==> config.mk <==
export PLATFORM = sky130hd
export DESIGN_NAME = debug_packet_deframer
export DESIGN_NICKNAME = d
export VERILOG_FILES = /design/src/rtl/core/dpd_pkg.sv /design/src/rtl/core/debug_packet_deframer.sv
export SDC_FILE = /design/constraint.sdc
export NUM_CORES = 1
export LEC_CHECK = 0
export ABC_AREA = 0
export BUFFER_PORTS_ARGS = -buffer_cell sky130_fd_sc_hd__buf_2
export CORE_MARGIN = 3
export CORE_UTILIZATION = 50
export CTS_CLUSTER_DIAMETER = 150
export DETAILED_ROUTE_END_ITERATION = 16
export PLACE_DENSITY = 0.7
export SETUP_SLACK_MARGIN = 0.5
export SLEW_MARGIN = 20
export SYNTH_ARGS = -nofsm -noshare
export SYNTH_HDL_FRONTEND = slang
export SYNTH_SLANG_ARGS = --single-unit
==> constraint.sdc <==
create_clock -name clk -period 6.28 [get_ports clk]
set_input_delay 0.942 -clock clk [delete_from_list [all_inputs] [get_ports clk]]
set_output_delay 0.942 -clock clk [all_outputs]
set_load 0.05 [all_outputs]
==> src/rtl/core/dpd_pkg.sv <==
// Package for the debug packet deframer: character codes, phase codes,
// event codes and the hex digit decoder. No dependencies.
`timescale 1ns / 1ps
`default_nettype none

package dpd_pkg;

    localparam int ByteW  = 8;
    localparam int EventW = 3;
    localparam int PhaseW = 3;
    localparam int NibW   = 4;

    typedef logic [ByteW-1:0]  byte_t;
    typedef logic [EventW-1:0] event_t;
    typedef logic [PhaseW-1:0] phase_t;
    typedef logic [NibW-1:0]   nib_t;

    localparam byte_t ESCAPE_XOR = 8'h20;
    localparam byte_t CH_ESCAPE  = 8'h7D;
    localparam byte_t CH_END     = 8'h23;
    localparam byte_t CH_START   = 8'h24;
    localparam byte_t CH_ACK     = 8'h2B;
    localparam byte_t CH_NACK    = 8'h2D;

    localparam phase_t PH_IDLE = 3'd0;
    localparam phase_t PH_BODY = 3'd1;
    localparam phase_t PH_ESC  = 3'd2;
    localparam phase_t PH_CSHI = 3'd3;
    localparam phase_t PH_CSLO = 3'd4;

    localparam event_t EV_PAYLOAD = 3'd0;
    localparam event_t EV_GOOD    = 3'd1;
    localparam event_t EV_BAD     = 3'd2;
    localparam event_t EV_ACK     = 3'd3;
    localparam event_t EV_NACK    = 3'd4;
    localparam event_t EV_ERROR   = 3'd5;

    typedef struct packed {
        logic ok;
        nib_t value;
    } hex_t;

    function automatic hex_t hex_decode(input byte_t b);
        hex_t h;
        h.ok    = 1'b0;
        h.value = '0;
        if (b >= 8'h30 && b <= 8'h39)
        begin
            h.ok    = 1'b1;
            h.value = NibW'(b - 8'h30);
        end
        else if (b >= 8'h41 && b <= 8'h46)
        begin
            h.ok    = 1'b1;
            h.value = NibW'(b - 8'h37);
        end
        else if (b >= 8'h61 && b <= 8'h66)
        begin
            h.ok    = 1'b1;
            h.value = NibW'(b - 8'h57);
        end
        return h;
    endfunction

endpackage

`default_nettype wire

==> src/rtl/core/debug_packet_deframer.sv <==
// rx_byte goes into the input register, then its result into the output registers.
// Throughput: one item per cycle unless stalled; bytes with no result take one slot.
// Reset: rst_n clears the phase to idle, the running sum and the stored checksum digit,
// and empties both registers.
// Depends on dpd_pkg.
`timescale 1ns / 1ps
`default_nettype none

module debug_packet_deframer
    import dpd_pkg::*;
(
    input  wire logic                clk,
    input  wire logic                rst_n,
    input  wire logic                in_valid,
    output logic                     in_ready,
    input  wire logic [ByteW-1:0]    rx_byte,
    output logic                     out_valid,
    input  wire logic                out_ready,
    output logic [EventW-1:0]        event_res,
    output logic [ByteW-1:0]         payload
);

    logic   in_valid_reg;
    byte_t  in_byte_reg;
    phase_t phase_reg, phase_next;
    byte_t  sum_reg, sum_next;
    nib_t   cshi_reg, cshi_next;
    logic   out_valid_reg;
    event_t event_reg;
    byte_t  payload_reg;

    logic   emit;
    event_t ev;
    byte_t  pl;
    logic   out_free;
    logic   advance;
    hex_t   hx;

    assign out_free = !out_valid_reg || out_ready;
    assign advance  = in_valid_reg && out_free;
    assign in_ready = !in_valid_reg || advance;

    always_comb
    begin
        phase_next = phase_reg;
        sum_next   = sum_reg;
        cshi_next  = cshi_reg;
        emit       = 1'b0;
        ev         = EV_ERROR;
        pl         = '0;
        hx         = hex_decode(in_byte_reg);
        case (phase_reg)
            PH_BODY:
            begin
                if (in_byte_reg == CH_ESCAPE)
                begin
                    sum_next   = sum_reg + in_byte_reg;
                    phase_next = PH_ESC;
                end
                else if (in_byte_reg == CH_END)
                begin
                    phase_next = PH_CSHI;
                end
                else
                begin
                    sum_next = sum_reg + in_byte_reg;
                    emit     = 1'b1;
                    ev       = EV_PAYLOAD;
                    pl       = in_byte_reg;
                end
            end
            PH_ESC:
            begin
                sum_next   = sum_reg + in_byte_reg;
                phase_next = PH_BODY;
                emit       = 1'b1;
                ev         = EV_PAYLOAD;
                pl         = in_byte_reg ^ ESCAPE_XOR;
            end
            PH_CSHI:
            begin
                if (hx.ok)
                begin
                    cshi_next  = hx.value;
                    phase_next = PH_CSLO;
                end
                else
                begin
                    phase_next = PH_IDLE;
                    emit       = 1'b1;
                    ev         = EV_ERROR;
                end
            end
            PH_CSLO:
            begin
                phase_next = PH_IDLE;
                emit       = 1'b1;
                if (!hx.ok)
                    ev = EV_ERROR;
                else if ({cshi_reg, hx.value} == sum_reg)
                    ev = EV_GOOD;
                else
                    ev = EV_BAD;
            end
            default:
            begin
                phase_next = PH_IDLE;
                if (in_byte_reg == CH_ACK)
                begin
                    emit = 1'b1;
                    ev   = EV_ACK;
                end
                else if (in_byte_reg == CH_NACK)
                begin
                    emit = 1'b1;
                    ev   = EV_NACK;
                end
                else if (in_byte_reg == CH_START)
                begin
                    sum_next   = '0;
                    phase_next = PH_BODY;
                end
                else
                begin
                    emit = 1'b1;
                    ev   = EV_ERROR;
                end
            end
        endcase
    end

    always_ff @(posedge clk or negedge rst_n)
    begin
        if (!rst_n)
        begin
            in_valid_reg  <= 1'b0;
            phase_reg     <= PH_IDLE;
            sum_reg       <= '0;
            cshi_reg      <= '0;
            out_valid_reg <= 1'b0;
        end
        else
        begin
            if (in_ready)
                in_valid_reg <= in_valid;
            if (advance)
            begin
                phase_reg <= phase_next;
                sum_reg   <= sum_next;
                cshi_reg  <= cshi_next;
            end
            if (out_free)
                out_valid_reg <= advance && emit;
        end
    end

    always_ff @(posedge clk)
    begin
        if (in_ready && in_valid)
            in_byte_reg <= rx_byte;
        if (advance && emit)
        begin
            event_reg   <= ev;
            payload_reg <= pl;
        end
    end

    assign out_valid = out_valid_reg;
    assign event_res = event_reg;
    assign payload   = payload_reg;

    a_phase_legal: assert property (@(posedge clk) disable iff (!rst_n)
        phase_reg <= PH_CSLO)
        else $error("phase left the legal range");

    a_payload_zero: assert property (@(posedge clk) disable iff (!rst_n)
        out_valid_reg && event_reg != EV_PAYLOAD |-> payload_reg == '0)
        else $error("payload not zero on a non-payload event");

    a_frame_end_idle: assert property (@(posedge clk) disable iff (!rst_n)
        advance && phase_reg == PH_CSLO |=> phase_reg == PH_IDLE && out_valid_reg)
        else $error("frame end did not return to idle with a result");

    a_event_range: assert property (@(posedge clk) disable iff (!rst_n)
        out_valid_reg |-> event_reg <= EV_ERROR)
        else $error("event code out of range");

endmodule

`default_nettype wire
=== Word-level counts from Yosys, hierarchy flattened ===
Cells that the tools add are included.
Widths: inputs -> output; s select.

* Bits in registers: 36
* Output and inout port bits: 13
* Input bits: 12
* Logic and storage cells: 83

* Reductions and logical operators: 16
* $add $sub $neg: 4
* Eq/ne operators: 14
* Multiplexer cells: 33
* Magnitude comparators: 6
* Bitwise gates (word level): 2

{| class="wikitable"
|+ Operators by type and width
! kind !! count
|-
| $mux 8 || 7
|-
| $eq 8x6->1 const B || 4
|-
| $pmux 3 s4 || 2
|-
| $pmux 8 s3 || 1
|-
| $mux 3 || 7
|-
| $ge 8x7->1 const B || 2
|-
| $le 8x7->1 const B || 2
|-
| $pmux 8 s2 || 1
|-
| $mux 5 || 3
|-
| $mux 1 || 10
|-
| $add 8x8->8 || 1
|-
| $eq 8x7->1 const B || 1
|-
| $eq 8x8->1 || 1
|-
| $ge 8x6->1 const B || 1
|-
| $le 8x6->1 const B || 1
|-
| $sub 4x3->4 const B || 2
|-
| $eq 3x2->1 const B || 2
|-
| $logic_and 1x1->1 || 6
|-
| $ne 3x1->1 const B || 2
|-
| $ne 3x3->1 const B || 2
|-
| $reduce_and 6->1 || 1
|-
| $reduce_or 2->1 || 2
|-
| $sub 4x1->4 const B || 1
|-
| $eq 3x1->1 const B || 1
|-
| other kinds (9) || 12
|}

=== Depth between registers and ports, before layout ===
Gate-level depths: netlist of the first run.

* Word-level depth: 9
* Depth in mapped cells: 8
* Gate-level depth less buffers: 8

=== Worst setup path after synthesis of the first run ===
OpenSTA, ideal clock, no wires.

* Path type: register to register
* Start: register in_byte_reg[1]
* End: register event_reg[0], in the netlist event_res[0], enable pin
* Clock period less this slack: 2.922 ns
* Cell stages (with the launch flop): 7
* Setup slack: 3.358 ns
* Arrival: 2.521 ns
* Setup time: 0.402 ns
* Required time: 5.878 ns
* Path buffers: 0
* Cells stage by stage: edfxtp_1 inv_1 ha_1 or3b_2 nand3_2 nand3_1 a221oi_1

* Cells in the longest elaborated chain, start to end: 8
* Elaborated cells on any way between the ends: 25
* Classes of those cells: order compare (6); eq/ne (5); mux (10); reduce/logical (4)

{| class="wikitable"
|+ Ends and longest elaborated chain
! what !! line !! RTL
|-
| start, declared || debug_packet_deframer.sv:24 || <nowiki>byte_t in_byte_reg;</nowiki>
|-
| start signal, assigned || debug_packet_deframer.sv:160 || <nowiki>in_byte_reg <= rx_byte;</nowiki>
|-
| $ge 8x7->1 / $le 8x7->1 (equally long branches) || dpd_pkg.sv:57 || <nowiki>else if (b >= 8'h61 && b <= 8'h66)</nowiki>
|-
| $logic_and 1x1->1 || dpd_pkg.sv:57 ||
|-
| $mux 5 || dpd_pkg.sv:57 ||
|-
| $mux 5 || dpd_pkg.sv:52 || <nowiki>else if (b >= 8'h41 && b <= 8'h46)</nowiki>
|-
| $mux 5 || dpd_pkg.sv:47 || <nowiki>if (b >= 8'h30 && b <= 8'h39)</nowiki>
|-
| $mux 1 || debug_packet_deframer.sv:82 || <nowiki>if (hx.ok)</nowiki>
|-
| $pmux 1 s3 * || debug_packet_deframer.sv:52 || <nowiki>case (phase_reg)</nowiki>
|-
| $logic_and 1x1->1 * || debug_packet_deframer.sv:161 || <nowiki>if (advance && emit)</nowiki>
|-
| end signal, assigned || debug_packet_deframer.sv:163 || <nowiki>event_reg <= ev;</nowiki>
|-
| end, declared || debug_packet_deframer.sv:29 || <nowiki>event_t event_reg;</nowiki>
|}

Mark *: on every way between the ends. The rest lies on a longest branch, timed or not.
A chain may end at the register's enable or synchronous reset.

=== Worst setup path in the final report of the first run ===
* Start: register in_byte_reg[1]
* End: register cshi_reg[3]

* Cells in the longest elaborated chain, start to end: 6
* Elaborated cells on any way between the ends: 16
* Classes of those cells: add/sub (3); order compare (6); mux (3); reduce/logical (4)

{| class="wikitable"
|+ Ends and longest elaborated chain
! what !! line !! RTL
|-
| $ge 8x7->1 / $le 8x7->1 (equally long branches) || dpd_pkg.sv:57 ||
|-
| $logic_and 1x1->1 || dpd_pkg.sv:57 ||
|-
| $mux 5 || dpd_pkg.sv:57 ||
|-
| $mux 5 || dpd_pkg.sv:52 ||
|-
| $mux 5 * || dpd_pkg.sv:47 ||
|-
| $reduce_and 3->1 (no line) || n/a ||
|-
| end signal, assigned || debug_packet_deframer.sv:150 || <nowiki>cshi_reg <= cshi_next;</nowiki>
|-
| end, declared || debug_packet_deframer.sv:27 || <nowiki>nib_t cshi_reg, cshi_next;</nowiki>
|}

Marks and branches as above.

==> results.cfg, run 1 <==
[flow_run]
drv_cap = 0

[clock_tree]
cts_setup_buffers = 0
hold_buffers = 0
tritoncts = yes
clk_latency_ns = 0.29
clkSlewWorstSetupHoldPaths_ns = 0.08
clockBufferDepth = 2
cts-resized-gates = 0
cts_buffers = 5
cts.htree.levels = 2
cts_sinks = 36
clockRootBuffer = clkbuf_8

[placement]
dpl.cell_count = 291
place_area_um2 = 2460
hpwl_um = 3730
io_buffers = 24
gp_congestion = 0.826

[finish]
diodes = 0
fin_cells = 299
nets = 270
layout-drive-gt1-share_pct = 19.4
synthToLayoutAreaGrowth_pct = 11.9
fin_util_pct = 58.4
design_area_um2 = 2580

[logic_synthesis]
syn_nets = 244
yosys.area_share.simple_pct = 21.0
synth_common_cells = edfxtp_1, dfrtp_1, nand2_1
synth_xor_area_share_pct = 2.28
synth_area_um2 = 2300
synth_compound_area_share_pct = 22.2
yosysMostFrequentCell = edfxtp_1
avgSynthCellArea_um2 = 10.5
synth_ff_type = edfxtp_1
synth-seq-area-share_pct = 43.3
yosys-mux-area-fraction_pct = 1.14
yosys-top-cells-area = edfxtp_1, dfrtp_1, ha_1
synth_edf_count = 19
ys_ff_latch = 36
synth_cells = 220
synth_top_area_share_pct = 24.8
synth_top_family_by_area = compound AO/OA/AOI/OAI gates
async_reset_ff_share_pct = 47.2
synth_adder_area_share_pct = 6.85
synth_top_area_cell = edfxtp_1
yosysWarningCount = 0
synth_cell_types = 58

[status]
status = finished, final reports clean

[pwr]
p_leak_nw = 1.06
power.density_nw_per_um2 = 408
power_mw = 1.05
ir_drop_uv = 217

[die]
pin_count = 25
rows = 24
die_w_um = 73.9
die_h_um = 73.9
core_region_area_um2 = 4410
initial_core_util_pct = 52.2
dieArea_um2 = 5450

[global_route]
antenna_found_initial = 0
grt_usage_pct = 19.2
gr-total-overflow = 0
grt_pass1_vias = 1592
grt_max_degree = 18
grt_pass1_wl_um = 7800

[worst_setup_path]
end_kind = flop
worstSetupPathType = flop to flop
required_ns = 6.46
max_stage_delay_ns = 0.64
crit_slowest_cell = a2111oi_4
path_cells = inv_1 > ha_1 > o21bai_1 > a21o_1 > a2111oi_4 > mux2_4
worstPathBufferInverterCount = 1
critPathMaxFanout = 8
cp_top_family = compound AO/OA/AOI/OAI gates
cp.arrival_ns = 2.75
worstSetupStartpointType = flop

[timing]
post-route-period-util_pct = 40.9
maxSlewViolCount = 0
tightestPinTransition_ns = 0.949
clock_skew_ns = 0.00523
tns_ns = 0
fmax_mhz = 389
hold_violations = 0
setup_violations = 0
relSlewSlack_pct = 36.6
rsz0062_at_grt = no
finalCriticalPeriod_ns = 2.57

[detailed_routing]
dr.first_iter.drc_count = 110
drt_wl_total_um = 5020
vias_per_cell = 6.01
drtPass1Iterations = 4
drt_drc_violations_left = 0
drtAntennaViolNets = 0
dr_total_vias = 1797
wl_per_cell_um = 16.8

[min_path]
hp-class = flop to flop
[kinds of logic after synthesis]
| family | after synthesis |
|---|---|
| simple gates | 82 |
| compound gates | 64 |
| flops | 36 |
| buf+inv | 18 |
| fa+ha+maj | 12 |
| xor+xnor | 6 |
| mux | 2 |
[through the flow]
stage / worst slack, ns / hold WS [ns]
2_1_floorplan: 3.36 / 0.493
3_3_place_gp: 3.75 / 0.514
3_5_place_dp: 3.73 / 0.526
4_1_cts: 3.72 / 0.542
5_1_grt: 3.55 / 0.577
6_report: 3.71 / 0.544
[cell type report]
cell class	count	area, um^2
clock buffer	5	68.8
clock inverter	3	42.5
fill	377	1840
inverter	12	45.0
multi-input combinational	166	1230
sequential	36	996
tap	52	65.1
timing repair buffer	25	128
[routing by layer]
metal	global-route usage [%]	part of all wire, %
met1	27.1	48
met2	28.5	45
met3	4.10	4.6
met4	7.85	1.9
met5	0	0
[worst paths after layout]
kind                                           from                       end  slack [ns]  cells after the start
max in group asynchronous                     rst_n  phase_reg[1]$_DFFE_PN0P_        5.40                      1
setup / recovery           in_byte_reg[1]$_DFFE_PP_   cshi_reg[3]$_DFFE_PN0P_        3.71                      6
hold reg to reg               out_valid$_DFFE_PN0P_     out_valid$_DFFE_PN0P_        0.54                      1
hold / removal                out_valid$_DFFE_PN0P_     out_valid$_DFFE_PN0P_        0.54                      1
min in group asynchronous                     rst_n    sum_reg[7]$_DFFE_PN0P_        0.58                      1
setup reg to reg           in_byte_reg[1]$_DFFE_PP_   cshi_reg[3]$_DFFE_PN0P_        3.71                      6
[layout by cell type (no fill, tap or decap), drive strengths merged, types with 9 or more instances in the layout]
cell    Yosys  layout
buf         1      25
edfxtp     19      19
dfrtp      17      17
nand2      13      13
inv        12      12
a21oi      11      11
nor2       11      11
ha         11      11
nand3      11      11
and2        9       9
[power breakdown]
part / total (mW) / internal [mW] / leakage, nW / switching, mW
Sequential: 0.382 / 0.322 / 0.400 / 0.0600
Combinational: 0.465 / 0.183 / 0.609 / 0.282
Clock: 0.204 / 0.117 / 0.0541 / 0.0867
Note: power is estimated with default switching activity, not from simulation.
==> run 2: changes to the inputs <==
Settings changed: ABC_AREA 0 to 1.
Clock period 6.28 ns to 2.6 ns, I/O delays scaled along.
==> run 2 against run 1 <==
Via count down 1.2%. Sequential share of layout area grew 1.2 points. Wire length shrank 2.8%. Power rose to 2.8 times the previous value. Flip-flop and latch count stayed put. Maximum frequency rose by 23%. Cell area fell by 2.9%. Synthesized cell count increased by 9.5%. Area after synthesis shrank 9.2%. Worst hold slack worse by 0.53 ns.
==> results.cfg, run 2 <==
[finish]
regArea_um2 = 996
layout-drive-gt1-share_pct = 26.3
fillCellCount = 336
diodes = 0
nets = 304
design_area_um2 = 2500
synthToLayoutAreaGrowth_pct = 19.7
fin_util_pct = 64.9
final_cell_mix = nand2_1, inv_1, buf_2
multiInputGateArea_um2 = 998
mostFrequentLayoutCell = nand2_1

[clock_tree]
cts_buffers = 5
tritoncts = yes
clockRootBuffer = clkbuf_8
hold_buffers = 0
clkSlewWorstSetupHoldPaths_ns = 0.07
clk_latency_ns = 0.29
clockBufferDepth = 2
cts.htree.levels = 2
cts_sinks = 36

[logic_synthesis]
yosysMostFrequentCell = nand2_1
synth_area_um2 = 2090
synth_cell_types = 31
yosysWarningCount = 0
synth-seq-area-share_pct = 47.7
avgSynthCellArea_um2 = 8.67
syn_nets = 265
synth_cells = 241
ys_ff_latch = 36
synth_common_cells = nand2_1, inv_1, nor2_1
synth_edf_count = 19
synth_top_area_cell = edfxtp_1
synth_top_area_share_pct = 27.3
yosys-top-cells-area = edfxtp_1, dfrtp_1, nand2_1
synth_ff_type = edfxtp_1
async_reset_ff_share_pct = 47.2

[detailed_routing]
drt_drc_violations_left = 0
dr_total_vias = 1775
drtPass1Iterations = 4
drtAntennaViolNets = 0
dr.first_iter.drc_count = 127
drt_wl_total_um = 4880
wl_per_cell_um = 14.8
vias_per_cell = 5.40

[worst_setup_path]
r2r_slack_ns = 0.51
cp_top_family = simple AND/OR/NAND/NOR gates
worstPathBufferInverterCount = 3
cp.arrival_ns = 2.14
max_stage_delay_ns = 0.50
end_kind = flop
cpMostUsedCell = nand2_1
worstSetupPathType = flop to flop
worstRegToRegCells = 10
rr_startpoint = in_byte_reg[1]$_DFFE_PP_
required_ns = 2.66
r2r-end = event_res[1]$_DFFE_PP_
path_cells = inv_2 > ha_2 > inv_1 > nor3_2 > nand2_1 > nand3_1 > nand2_1 > a31oi_4 > nor2_4 > buf_12
crit_slowest_cell = edfxtp_1
worstSetupStartpointType = flop
critPathMaxFanout = 11

[global_route]
gr-total-overflow = 0
grt_usage_pct = 19.6
grt_pass1_vias = 1630
antenna_found_initial = 0
grt_pass1_wl_um = 7610
grt_max_degree = 18

[pwr]
p_clk_share_pct = 16.9
p_switching_mw = 1.31
p_int_mw = 1.59
switching_share_pct = 45.3
power.density_nw_per_um2 = 1160
pwr-share-comb_pct = 49.1
p_leak_nw = 1.19
pwr-share-seq_pct = 34.0
ir_drop_uv = 504

[timing]
setup_violations = 0
post-route-period-util_pct = 80.2
fmax_mhz = 480
hold_ws_ns = 0.0167
tns_ns = 0
tightestPinTransition_ns = 0.488
clock_skew_ns = 0.00572
relSlewSlack_pct = 67.4
hold_violations = 0
rsz0062_at_grt = yes
maxSlewViolCount = 0
finalCriticalPeriod_ns = 2.09

[min_path]
hp-class = input pin to asynchronous set/reset pin

[placement]
place_area_um2 = 2270
io_buffers = 24
gp_congestion = 0.856
hpwl_um = 3670

[die]
die_w_um = 70.6
die_h_um = 70.6
initial_core_util_pct = 54.2
core_region_area_um2 = 3850
rows = 22
pin_count = 25
dieArea_um2 = 4990

[status]
status = finished, final reports clean

[flow_run]
drv_cap = 0
## run 2: cell types whose count changed in the layout (fill, tap and decap cells not counted), sizes merged, moves of 5 or more
cell    delta
nand2     +41
inv       +26
nor2      +17
o21ai     +12
and2       -9
a21o       -7
buf        +7
nor2b      -6
o211ai     -6
nand2b     -5
## run 2: worst register-to-register path, stage by stage (launching register included)
cell and delay (ns):
edfxtp_1 0.50, inv_2 0.15, ha_2 0.20, inv_1 0.07
nor3_2 0.16, nand2_1 0.14, nand3_1 0.11, nand2_1 0.11
a31oi_4 0.21, nor2_4 0.07, buf_12 0.14
## run 2: power groups by stage
stage               clock network [mW]  logic, mW  registers [mW]
detailed placement                   0       1.34           0.993
CTS                              0.499       1.36           0.984
floorplan                            0      0.800            1.24
finish                           0.489       1.42           0.987
global placement                     0       1.33           0.986
global route                     0.525       1.57            1.01
## run 2: final cells by class
| cell class | count | share of cell area [%] |
|---|---|---|
| multi-input combinational | 167 | 39.9 |
| clock inverter | 3 | 1.70 |
| inverter | 38 | 5.70 |
| clock buffer | 5 | 2.75 |
| timing repair buffer | 32 | 7.70 |
| tap | 48 | 2.40 |
| sequential | 36 | 39.8 |
## run 2: per-stage QoR
stage,instances,power [mW],worst slack (ns)
after detailed placement,313,2.34,0.188
after floorplan,241,2.04,0.605
after global placement,313,2.31,0.283
after CTS,321,2.84,0.532
final,329,2.90,0.515
after global routing,329,3.11,0.443
## run 2: timing repair
action | in CTS | in global routing
gates cloned | 0 | 0
setup endpoints to repair | 11 | 21
pin swaps | 0 | 4
endpoints found under the hold margin | 0 | 0
resized for setup | 4 | 12
buffers inserted | 0 | 8
## run 2: worst max path at each step
| stage | startpoint | to | slack [ns] | cells after the start |
|---|---|---|---|---|
| after floorplan | in_byte_reg[1]$_DFFE_PP_ | event_res[0]$_DFFE_PP_ | 0.60 | 9 |
| after global placement | in_byte_reg[1]$_DFFE_PP_ | payload[7]$_DFFE_PP_ | 0.28 | 9 |
| after detailed placement | in_byte_reg[1]$_DFFE_PP_ | payload[6]$_DFFE_PP_ | 0.19 | 9 |
| after CTS | in_byte_reg[1]$_DFFE_PP_ | event_res[1]$_DFFE_PP_ | 0.53 | 9 |
| after global routing | in_byte_reg[1]$_DFFE_PP_ | payload[5]$_DFFE_PP_ | 0.44 | 10 |
| final | in_byte_reg[1]$_DFFE_PP_ | event_res[1]$_DFFE_PP_ | 0.51 | 10 |
## run 2: logic make-up (layout without fill, tap and decap cells)
family	Yosys count	in the layout	share of synthesized area, %
AND/OR/NAND/NOR	107	107	22.9
AO/OA/AOI/OAI	38	38	10.8
buffers and inverters	38	78	6.83
flip-flops	36	36	47.7
adder cells (fa/ha/maj)	12	12	7.54
XOR/XNOR	9	9	3.77
multiplexers	1	1	0.479
## run 2: metal layers
layer	vias up	GRT usage, %	part of all wire, %
met3	12	4.40	6.3
met5	-	0	0
met1	814	25.1	42
li1	881	-	-
met2	68	31.7	50
met4	0	9.19	1.9
